==> config.mk <==
export PLATFORM = sky130hd
export DESIGN_NAME = hex_grid_line_draw_flat
export DESIGN_NICKNAME = d
export VERILOG_FILES = /design/src/rtl/hgl_pkg.sv /design/src/rtl/hgl_channels.sv /design/src/rtl/hex_grid_line_draw.sv /design/src/rtl/hgl_ctrl.sv /design/src/rtl/hgl_datapath.sv /design/src/flat_wrapper.sv
export VERILOG_INCLUDE_DIRS = /design/src /design/src/rtl
export SDC_FILE = /design/constraint.sdc
export NUM_CORES = 2
export LEC_CHECK = 0
export ABC_AREA = 1
export BUFFER_PORTS_ARGS = -buffer_cell sky130_fd_sc_hd__buf_2
export CAP_MARGIN = 40
export CORE_MARGIN = 1
export CORE_UTILIZATION = 30
export DETAILED_ROUTE_END_ITERATION = 12
export SKIP_LAST_GASP = 1
export SYNTH_ARGS = -nofsm -noshare
export SYNTH_HDL_FRONTEND = slang
export SYNTH_SLANG_ARGS = --single-unit
==> constraint.sdc <==
create_clock -name clk -period 8.3 [get_ports clk]
set_input_delay 0.415 -clock clk [delete_from_list [all_inputs] [get_ports clk]]
set_output_delay 0.415 -clock clk [all_outputs]
set_load 0.05 [all_outputs]
==> src/rtl/hex_grid_line_draw_macros.svh <==
// Assertion macros shared by the hex grid line draw RTL.
`ifndef HEX_GRID_LINE_DRAW_MACROS_SVH
`define HEX_GRID_LINE_DRAW_MACROS_SVH

// Check on every rising edge outside reset.
`define HGL_ASSERT(name, prop, msg) \
  name: assert property (@(posedge clk) disable iff (rst) prop) \
    else $error(msg);

// Check on every rising edge, reset included.
`define HGL_ASSERT_RST(name, prop, msg) \
  name: assert property (@(posedge clk) prop) \
    else $error(msg);

`endif

==> src/rtl/hgl_pkg.sv <==
// Constants, widths and controller/datapath types for the hex grid line draw.
`default_nettype none

package hgl_pkg;

  localparam int GRID_RADIUS = 31;
  localparam int FRAC_BITS   = 20;

  localparam int COORD_W = 6;              // q and r on the channels
  localparam int S_W     = 7;              // s on the result channel
  localparam int IDX_W   = 6;              // line length and point index
  localparam int CI_W    = 9;              // integer working width for cells
  localparam int FX_W    = FRAC_BITS + 9;  // fixed-point point coordinate
  localparam int PS_W    = FX_W + 1;       // fixed-point s, minus q minus r
  localparam int RC_W    = FRAC_BITS + 1;  // reciprocal entry, up to one
  localparam int RC_DEPTH = 2 ** IDX_W;

  localparam int unsigned FX_ONE  = 32'd1 << FRAC_BITS;
  localparam int unsigned FX_HALF = 32'd1 << (FRAC_BITS - 1);

  // Commands from the controller to the datapath.
  typedef struct packed {
    logic ready;     // request channel may be taken
    logic sat;       // saturate both ends
    logic hex_dist;  // form deltas and hex distance
    logic setup;     // load step sizes and origin
    logic issue;     // launch the next point down the pipeline
  } hgl_cmd_t;

  // Status from the datapath to the controller.
  typedef struct packed {
    logic req_valid;   // a request is offered
    logic advance;     // point pipeline moves this cycle
    logic last_point;  // the next point issued is the final one
  } hgl_sts_t;

endpackage

`default_nettype wire

==> src/rtl/hgl_channels.sv <==
// Request and cell channel interfaces of the hex grid line draw.
`default_nettype none

interface hgl_req_if import hgl_pkg::*; ();
  logic                      valid;
  logic                      ready;
  logic signed [COORD_W-1:0] start_q;
  logic signed [COORD_W-1:0] start_r;
  logic signed [COORD_W-1:0] end_q;
  logic signed [COORD_W-1:0] end_r;

  modport source (output valid, start_q, start_r, end_q, end_r, input ready);
  modport sink   (input valid, start_q, start_r, end_q, end_r, output ready);
endinterface

interface hgl_cell_if import hgl_pkg::*; ();
  logic                      valid;
  logic                      ready;
  logic signed [COORD_W-1:0] cell_q;
  logic signed [COORD_W-1:0] cell_r;
  logic signed [S_W-1:0]     cell_s;
  logic                      last_cell;

  modport source (output valid, cell_q, cell_r, cell_s, last_cell, input ready);
  modport sink   (input valid, cell_q, cell_r, cell_s, last_cell, output ready);
endinterface

`default_nettype wire

==> src/rtl/hex_grid_line_draw.sv <==
// Top level of the hex grid line draw: controller and datapath.
// Usage:
//   req   : one request carries a start and an end cell (q, r, two's
//           complement). Ends outside the hexagon of the grid radius are
//           pulled onto its edge first.
//   cells : for each request the N+1 cells of the straight line, start
//           first, where N is the hex distance; last_cell marks the final one.
//           cell_s always equals minus cell_q minus cell_r.
// Both channels move a request or a cell on a rising edge with valid
// and ready high.
// Sequence: the request is taken in the idle state, three setup steps
// follow (saturate, distance, reciprocal and step multiply), then the
// sequencer launches one point a cycle, while the receiver keeps up, into
// a three-stage pipeline (accumulate, round, select). A new request is
// taken once the last point is launched while the tail drains.
// Reset (rst, synchronous, active high) empties the pipeline and puts the
// sequencer in idle. When the receiver holds cells.ready low while a cell
// is offered, the whole point pipeline and the point issue of the
// sequencer stall and the offered cell holds.
`default_nettype none

module hex_grid_line_draw import hgl_pkg::*; (
  input  logic        clk,
  input  logic        rst,
  hgl_req_if.sink     req,
  hgl_cell_if.source  cells
);

  hgl_cmd_t cmd;
  hgl_sts_t sts;

  // Sequencer: setup steps and point issue.
  hgl_ctrl u_ctrl (
    .clk (clk),
    .rst (rst),
    .sts (sts),
    .cmd (cmd)
  );

  // Arithmetic and result pipeline; owns both channels.
  hgl_datapath u_datapath (
    .clk   (clk),
    .rst   (rst),
    .cmd   (cmd),
    .sts   (sts),
    .req   (req),
    .cells (cells)
  );

endmodule

`default_nettype wire

==> src/rtl/hgl_ctrl.sv <==
// Sequencing state machine of the hex grid line draw.
`default_nettype none

module hgl_ctrl import hgl_pkg::*; (
  input  logic      clk,
  input  logic      rst,
  input  hgl_sts_t  sts,
  output hgl_cmd_t  cmd
);

  `include "hex_grid_line_draw_macros.svh"

  localparam logic [2:0] ST_IDLE  = 3'd0;
  localparam logic [2:0] ST_SAT   = 3'd1;
  localparam logic [2:0] ST_DIST  = 3'd2;
  localparam logic [2:0] ST_SETUP = 3'd3;
  localparam logic [2:0] ST_RUN   = 3'd4;

  logic [2:0] state;
  logic [2:0] state_next;
  logic       start;

  assign start = (state == ST_IDLE) && sts.req_valid;

  always_comb begin
    state_next = state;
    case (state)
      ST_IDLE: begin
        if (start) state_next = ST_SAT;
      end
      ST_SAT:   state_next = ST_DIST;
      ST_DIST:  state_next = ST_SETUP;
      ST_SETUP: state_next = ST_RUN;
      ST_RUN: begin
        // drop back to idle once the final point has been launched
        if (sts.advance && sts.last_point) state_next = ST_IDLE;
      end
      default:  state_next = ST_IDLE;
    endcase
  end

  always_ff @(posedge clk) begin
    if (rst) begin
      state <= ST_IDLE;
    end else begin
      state <= state_next;
    end
  end

  always_comb begin
    cmd.ready    = (state == ST_IDLE);
    cmd.sat      = (state == ST_SAT);
    cmd.hex_dist = (state == ST_DIST);
    cmd.setup    = (state == ST_SETUP);
    cmd.issue    = (state == ST_RUN) && sts.advance;
  end

  `HGL_ASSERT(a_accept_to_sat, (start) |=> (state == ST_SAT),
              "request taken but no saturate step")
  `HGL_ASSERT(a_last_to_idle, (cmd.issue && sts.last_point) |=> (state == ST_IDLE),
              "final point issued but sequencer still busy")

endmodule

`default_nettype wire

==> src/rtl/hgl_datapath.sv <==
// Setup arithmetic, point accumulators and cube-rounding pipeline.
`default_nettype none

module hgl_datapath import hgl_pkg::*; (
  input  logic            clk,
  input  logic            rst,
  input  hgl_cmd_t        cmd,
  output hgl_sts_t        sts,
  hgl_req_if.sink         req,
  hgl_cell_if.source      cells
);

  `include "hex_grid_line_draw_macros.svh"

  typedef struct packed {
    logic signed [COORD_W-1:0] q;
    logic signed [COORD_W-1:0] r;
  } cell_t;

  typedef struct packed {
    logic signed [CI_W-1:0] c;
    logic [FRAC_BITS:0]     e;
  } rnd_t;

  localparam logic signed [CI_W-1:0] RAD = CI_W'(GRID_RADIUS);

  function automatic logic signed [CI_W-1:0] clamp_rad(input logic signed [CI_W-1:0] x);
    logic signed [CI_W-1:0] y;
    y = x;
    if (x > RAD) y = RAD;
    else if (x < -RAD) y = -RAD;
    return y;
  endfunction

  // Pull an end into the hexagon of the grid radius.
  function automatic cell_t sat_cell(input logic signed [COORD_W-1:0] q,
                                     input logic signed [COORD_W-1:0] r);
    logic signed [CI_W-1:0] qc;
    logic signed [CI_W-1:0] rc;
    logic signed [CI_W-1:0] sum;
    cell_t                  res;
    qc  = clamp_rad(CI_W'(q));
    rc  = clamp_rad(CI_W'(r));
    sum = qc + rc;
    if (sum > RAD) rc = RAD - qc;
    else if (sum < -RAD) rc = -RAD - qc;
    res.q = COORD_W'(qc);
    res.r = COORD_W'(rc);
    return res;
  endfunction

  // Round to nearest, halves away from zero, and give the rounding error.
  function automatic rnd_t round_fx(input logic signed [PS_W-1:0] x);
    logic [PS_W-1:0]        mag;
    logic [PS_W-1:0]        up;
    logic [PS_W-1:0]        base;
    logic signed [PS_W-1:0] diff;
    logic [PS_W-1:0]        ci;
    rnd_t                   res;
    mag  = x[PS_W-1] ? PS_W'(-x) : PS_W'(x);
    up   = mag + PS_W'(FX_HALF);
    ci   = up >> FRAC_BITS;
    base = {up[PS_W-1:FRAC_BITS], FRAC_BITS'(0)};
    diff = $signed(mag - base);
    res.e = (FRAC_BITS + 1)'(diff[PS_W-1] ? -diff : diff);
    res.c = x[PS_W-1] ? -$signed(CI_W'(ci)) : $signed(CI_W'(ci));
    return res;
  endfunction

  // Reciprocal table, round(2^FRAC_BITS / n), length zero read as one.
  logic [RC_W-1:0] rc_tbl [0:RC_DEPTH-1];

  for (genvar g = 0; g < RC_DEPTH; g++) begin : g_rc
    localparam int unsigned D   = (g == 0) ? 1 : g;
    localparam int unsigned RCV = (FX_ONE + D / 2) / D;
    assign rc_tbl[g] = RC_W'(RCV);
  end

  // Request capture and setup registers.
  logic signed [COORD_W-1:0] in_sq, in_sr, in_eq, in_er;
  cell_t                     a_cell, b_cell;
  logic signed [CI_W-1:0]    dq, dr;
  logic [IDX_W-1:0]          n;
  logic signed [FX_W-1:0]    step_q, step_r;
  logic signed [FX_W-1:0]    acc_q, acc_r;
  logic [IDX_W-1:0]          idx;

  // Point pipeline.
  logic                      s1_valid, s2_valid, o_valid;
  logic signed [FX_W-1:0]    s1_q, s1_r;
  logic                      s1_last, s2_last, o_last;
  rnd_t                      s2_q, s2_r, s2_s;
  logic signed [COORD_W-1:0] o_q, o_r;
  logic signed [S_W-1:0]     o_s;
  logic                      adv;

  logic signed [CI_W-1:0]    dq_c, dr_c, ds_c;
  logic [CI_W-1:0]           dist_sum;
  logic signed [FX_W-1:0]    rc_s;
  logic signed [PS_W-1:0]    ps;
  logic signed [CI_W-1:0]    cq_sel, cr_sel;
  logic signed [CI_W-1:0]    cq_cl, cr_cl;

  assign req.ready     = cmd.ready;
  assign sts.req_valid = req.valid;
  assign adv           = !o_valid || cells.ready;
  assign sts.advance   = adv;
  assign sts.last_point = (idx == n);

  always_comb begin
    dq_c     = CI_W'(b_cell.q) - CI_W'(a_cell.q);
    dr_c     = CI_W'(b_cell.r) - CI_W'(a_cell.r);
    ds_c     = -dq_c - dr_c;
    dist_sum = CI_W'(dq_c[CI_W-1] ? -dq_c : dq_c)
             + CI_W'(dr_c[CI_W-1] ? -dr_c : dr_c)
             + CI_W'(ds_c[CI_W-1] ? -ds_c : ds_c);
    rc_s     = FX_W'(rc_tbl[n]);
  end

  always_ff @(posedge clk) begin
    if (req.valid && cmd.ready) begin
      in_sq <= req.start_q;
      in_sr <= req.start_r;
      in_eq <= req.end_q;
      in_er <= req.end_r;
    end
    if (cmd.sat) begin
      a_cell <= sat_cell(in_sq, in_sr);
      b_cell <= sat_cell(in_eq, in_er);
    end
    if (cmd.hex_dist) begin
      dq <= dq_c;
      dr <= dr_c;
      n  <= IDX_W'(dist_sum >> 1);
    end
    if (cmd.setup) begin
      step_q <= FX_W'(rc_s * FX_W'(dq));
      step_r <= FX_W'(rc_s * FX_W'(dr));
      acc_q  <= (FX_W'(a_cell.q) <<< FRAC_BITS) + FX_W'(1);
      acc_r  <= (FX_W'(a_cell.r) <<< FRAC_BITS) + FX_W'(1);
      idx    <= '0;
    end else if (cmd.issue) begin
      acc_q <= acc_q + step_q;
      acc_r <= acc_r + step_r;
      idx   <= idx + IDX_W'(1);
    end
  end

  // Stage two: s from q and r, then round all three.
  assign ps = PS_W'(0) - PS_W'(s1_q) - PS_W'(s1_r);

  // Stage three: rebuild the component with the largest error, clamp.
  always_comb begin
    cq_sel = s2_q.c;
    cr_sel = s2_r.c;
    if (s2_q.e > s2_r.e && s2_q.e > s2_s.e) cq_sel = -s2_r.c - s2_s.c;
    else if (s2_r.e > s2_s.e) cr_sel = -s2_q.c - s2_s.c;
    cq_cl = clamp_rad(cq_sel);
    cr_cl = clamp_rad(cr_sel);
  end

  always_ff @(posedge clk) begin
    if (rst) begin
      s1_valid <= 1'b0;
      s2_valid <= 1'b0;
      o_valid  <= 1'b0;
    end else if (adv) begin
      s1_valid <= cmd.issue;
      s2_valid <= s1_valid;
      o_valid  <= s2_valid;
    end
  end

  always_ff @(posedge clk) begin
    if (adv) begin
      s1_q    <= acc_q;
      s1_r    <= acc_r;
      s1_last <= (idx == n);
      s2_q    <= round_fx(PS_W'(s1_q));
      s2_r    <= round_fx(PS_W'(s1_r));
      s2_s    <= round_fx(ps);
      s2_last <= s1_last;
      o_q     <= COORD_W'(cq_cl);
      o_r     <= COORD_W'(cr_cl);
      o_s     <= S_W'(-cq_cl - cr_cl);
      o_last  <= s2_last;
    end
  end

  assign cells.valid     = o_valid;
  assign cells.cell_q    = o_q;
  assign cells.cell_r    = o_r;
  assign cells.cell_s    = o_s;
  assign cells.last_cell = o_last;

  `HGL_ASSERT(a_cube_sum,
              cells.valid |-> (S_W'(cells.cell_s) + S_W'(cells.cell_q)
                               + S_W'(cells.cell_r) == S_W'(0)),
              "cell breaks q + r + s = 0")
  `HGL_ASSERT(a_in_grid,
              cells.valid |-> (cells.cell_q <= COORD_W'(GRID_RADIUS)
                               && cells.cell_q >= -COORD_W'(GRID_RADIUS)),
              "cell q outside grid radius")
  `HGL_ASSERT_RST(a_reset_empty, rst |=> !cells.valid, "cell offered straight after reset")

endmodule

`default_nettype wire

==> src/flat_wrapper.sv <==
// flat-port wrapper written by rule: the top's interface ports become plain ports
module hex_grid_line_draw_flat import hgl_pkg::*;
  (clk, rst, req_valid, req_start_q, req_start_r, req_end_q, req_end_r, req_ready, cells_valid, cells_cell_q, cells_cell_r, cells_cell_s, cells_last_cell, cells_ready);
  hgl_req_if req_i ();
  hgl_cell_if cells_i ();
  input  logic clk;
  input  logic rst;
  input wire logic [$bits(req_i.valid)-1:0] req_valid;
  input wire logic [$bits(req_i.start_q)-1:0] req_start_q;
  input wire logic [$bits(req_i.start_r)-1:0] req_start_r;
  input wire logic [$bits(req_i.end_q)-1:0] req_end_q;
  input wire logic [$bits(req_i.end_r)-1:0] req_end_r;
  output wire logic [$bits(req_i.ready)-1:0] req_ready;
  output wire logic [$bits(cells_i.valid)-1:0] cells_valid;
  output wire logic [$bits(cells_i.cell_q)-1:0] cells_cell_q;
  output wire logic [$bits(cells_i.cell_r)-1:0] cells_cell_r;
  output wire logic [$bits(cells_i.cell_s)-1:0] cells_cell_s;
  output wire logic [$bits(cells_i.last_cell)-1:0] cells_last_cell;
  input wire logic [$bits(cells_i.ready)-1:0] cells_ready;
  assign req_i.valid = req_valid;
  assign req_i.start_q = req_start_q;
  assign req_i.start_r = req_start_r;
  assign req_i.end_q = req_end_q;
  assign req_i.end_r = req_end_r;
  assign req_ready = req_i.ready;
  assign cells_valid = cells_i.valid;
  assign cells_cell_q = cells_i.cell_q;
  assign cells_cell_r = cells_i.cell_r;
  assign cells_cell_s = cells_i.cell_s;
  assign cells_last_cell = cells_i.last_cell;
  assign cells_i.ready = cells_ready;
  hex_grid_line_draw u_core (.clk(clk), .rst(rst), .req(req_i), .cells(cells_i));
endmodule
==> metrics <==
Hold EP u_core.u_datapath.s1_valid; critical path fanouts, max 10; Setup crit end kind register; Worst-Margin Slew around 0.9 ns; synthesized instance count 5,008; number of I/O port buffers 49; r2r startpoint u_core.u_datapath.n[1]; number of synthesized flops with an enable pin approximately 350; worst r2r path cells 31; RSZ-0062 raised after global routing no; post-layout util 33.5%; Initial Utilization 30.3%; ys async rst share 0%; part of the cycle the worst path needs 91.2%; Worst Hold Depth 2; GRT Util Overall 16.4%; Worst EP arrival ~7.9 ns; Syn Nets 5,682; RR Endpoint u_core.u_datapath.step_q[28]; Crit path required time 8.62 ns; Clk Tree Root Cell clkbuf_16; core area 129,000 um^2; Max clock buf depth 3; Die ar. 132,000 um^2; Max Slew Vio Count 0; ys flop type edfxtp_1; Max Clock Skew 0.0310 ns; syn avg cell area 7.83 um^2; Total Neg Setup Slack 0 ns; DIE WIDTH approximately 360 um; Post-Syn Area 39,200 um^2; total CTS buffers 44; io pins 50; initial DRC count 1,845; H-Tree Depth 2; routed vias between 30,000 and 40,000; DP HPWL 89,300 um; f_max 132 MHz; layout cells sized above 1 approximately 5.9%; DRC viols 0; first-pass GRT wire length 173,000 um; Clock Latency Late Sink 0.60 ns; number of nets still failing antenna checks after routing 0; row cnt 132; most frequent CP cell nor2_1; Yosys reg bits 366; CP delay by family, top adder cells; CTS tree done; Hold Path Class primary input to register; initial antenna violation count 4; Slew Limit Headroom 38.3%; Buffers & Inverters on Critical Path 7; Post-layout nets just under 6,000; Storage cell area 10,900 um^2; drt via density 4.75; hold path start rst; synth unique cells 61; final hold vios 0; final WL 109,000 um; Area growth syn-to-layout 10.7%; worst reg-to-reg setup slack 0.73 ns; routed length per instance 15.8 um; yosys warns 0; status finished clean; Max Cap Violations 0; largest net degree at the start of global routing 68; routability congestion estimate from global placement 0.943; Remaining Overflow, GRT 0; Tmin final 7.57 ns; Worst Path Class, Setup register to register; Fillers between 10,000 and 15,000; Setup-failing EPs final 0; critical path's slowest cell edfxtp_1; clk slew on worst S/H paths 0.06 ns; sequential-to-total area share from yosys stat between 20% and 30%; TritonCTS Sinks 366; Largest regs u_core.u_datapath.s2_q x30, u_core.u_datapath.s2_r x30, u_core.u_datapath.s2_s x30; vias in the first global route about 32,000; CP peak stage delay 0.58 ns; Startpoint Class register; area of the multi-input gates 24,300 um^2; DRT Pass-1 Iters 5; Chip Height 363 um
==> layer usage <==
layer / vias to the layer above / GRT usage (%) / share of wire [%]
li1: 16400 / - / -
met1: 15300 / 20.8 / 44
met2: 669 / 27.6 / 46
met3: 209 / 1.81 / 3.8
met4: 4 / 8.22 / 5.4
met5: - / 0 / 0.025
==> placed cells by master, fill, tap and decap left out, drive strengths merged, types with 13 or more instances in the layout <==
cell         instances
ha                 439
nand3b              14
buf                111
clkbuf              49
o21a                18
xor2               219
nor4                13
o211ai              14
nand3              259
xnor2               52
nor3                67
a21oi              252
inv                949
nand2             1016
dlygate4sd3         24
a31oi               17
clkinv              25
edfxtp             354
o21ai              215
or2                 22
nor2               553
nand4              102
fa                 207
o31ai               13
==> worst register-to-register path, delay by kind of cell, from the launching register on <==
family | cells | cell delay [ns]
adders and majority gates | 6 | 2.83
AOI/OAI and AO/OA | 10 | 2.08
buffers and inverters | 7 | 0.94
and+or+nand+nor | 7 | 0.81
DFF | 1 | 0.58
xor gates and xnor gates | 1 | 0.08
==> repair_timing <==
item,4_1_cts,5_1_grt
endpoints found under the hold margin,24,0
resized for setup,0,2
hold buffers,24,0
setup endpoints to repair,0,1
setup buffers,0,9
==> cell type report <==
class                   instances  area share, %
clock inverters                31          0.672
multi-input cells            3586           56.0
diodes                          1        0.00577
well taps                    1742           5.02
repair buffers                135           2.33
clock buffers                  49           2.63
flip-flops and latches        366           25.1
inverters                     954           8.28
==> cell families after synthesis <==
family          share of synthesized area, %
compound gates                          8.72
fa+ha+maj                               24.6
mux                                   0.0255
xor+xnor                                6.13
buf+inv                                 10.3
simple gates                            22.5
flops                                   27.7
==> worst max path at each step <==
| stage | startpoint | endpoint | slack [ns] | depth (start not counted) |
|---|---|---|---|---|
| 6_report | u_core.u_datapath.n[1] | u_core.u_datapath.step_q[28] | 0.73 | 31 |
| 5_1_grt | u_core.u_datapath.n[0] | u_core.u_datapath.step_q[28] | 0.09 | 32 |
| 4_1_cts | u_core.u_datapath.n[0] | u_core.u_datapath.step_q[28] | 0.51 | 32 |
| 3_5_place_dp | u_core.u_datapath.n[0] | u_core.u_datapath.step_q[28] | 0.57 | 32 |
| 3_3_place_gp | u_core.u_datapath.n[0] | u_core.u_datapath.step_q[28] | 0.61 | 32 |
| 2_1_floorplan | u_core.u_datapath.n[2] | u_core.u_datapath.step_q[28] | 1.51 | 27 |
==> through the flow <==
step | hold WS, ns | instances | area, um^2 | setup WS [ns]
after CTS | 0.0225 | 6854 | 43300 | 0.507
after detailed placement | 0.421 | 6750 | 41600 | 0.572
after global placement | 0.407 | 6743 | 41500 | 0.613
after global routing | 0.0528 | 6863 | 43400 | 0.0861
final | 0.0602 | 6864 | 43400 | 0.732
after floorplan | 0.400 | 5008 | 39200 | 1.51
==> cells in the mapped netlist (4+ instances only) <==
| cell type | n | area share, % |
|---|---|---|
| a21boi_0 | 6 | 0.11 |
| nand3b_1 | 13 | 0.25 |
| nand3_2 | 9 | 0.23 |
| inv_1 | 927 | 8.9 |
| buf_4 | 8 | 0.15 |
| nand2_1 | 985 | 9.4 |
| or2_2 | 21 | 0.34 |
| a22oi_1 | 5 | 0.096 |
| o211ai_1 | 14 | 0.27 |
| nor4_1 | 13 | 0.21 |
| o31ai_1 | 12 | 0.23 |
| buf_2 | 20 | 0.26 |
| o221ai_1 | 6 | 0.13 |
| a21oi_1 | 250 | 3.2 |
| nor2_1 | 527 | 5.0 |
| o311ai_0 | 5 | 0.11 |
| a21o_1 | 11 | 0.21 |
| fa_1 | 207 | 11 |
| edfxtp_1 | 354 | 27 |
| o22ai_1 | 10 | 0.16 |
| o21bai_1 | 12 | 0.23 |
| nand4_1 | 102 | 1.6 |
| a211oi_1 | 10 | 0.19 |
| a221oi_1 | 5 | 0.11 |
| nor3b_1 | 4 | 0.077 |
| xor2_1 | 215 | 4.8 |
| inv_2 | 16 | 0.15 |
| clkbuf_1 | 68 | 0.65 |
| a31oi_1 | 17 | 0.27 |
| ha_1 | 439 | 14 |
| clkinv_1 | 10 | 0.096 |
| nand2_2 | 28 | 0.45 |
| nor3_1 | 65 | 0.83 |
| and2_1 | 8 | 0.13 |
| dfxtp_1 | 12 | 0.61 |
| xor2_2 | 4 | 0.17 |
| nor2_2 | 23 | 0.37 |
| o21ai_0 | 213 | 2.7 |
| nand3_1 | 250 | 3.2 |
| o21a_1 | 18 | 0.34 |
| xnor2_1 | 52 | 1.2 |
Power is not shown: default switching activity piles up to over one toggle a cycle in this logic, so the estimate is an artifact.
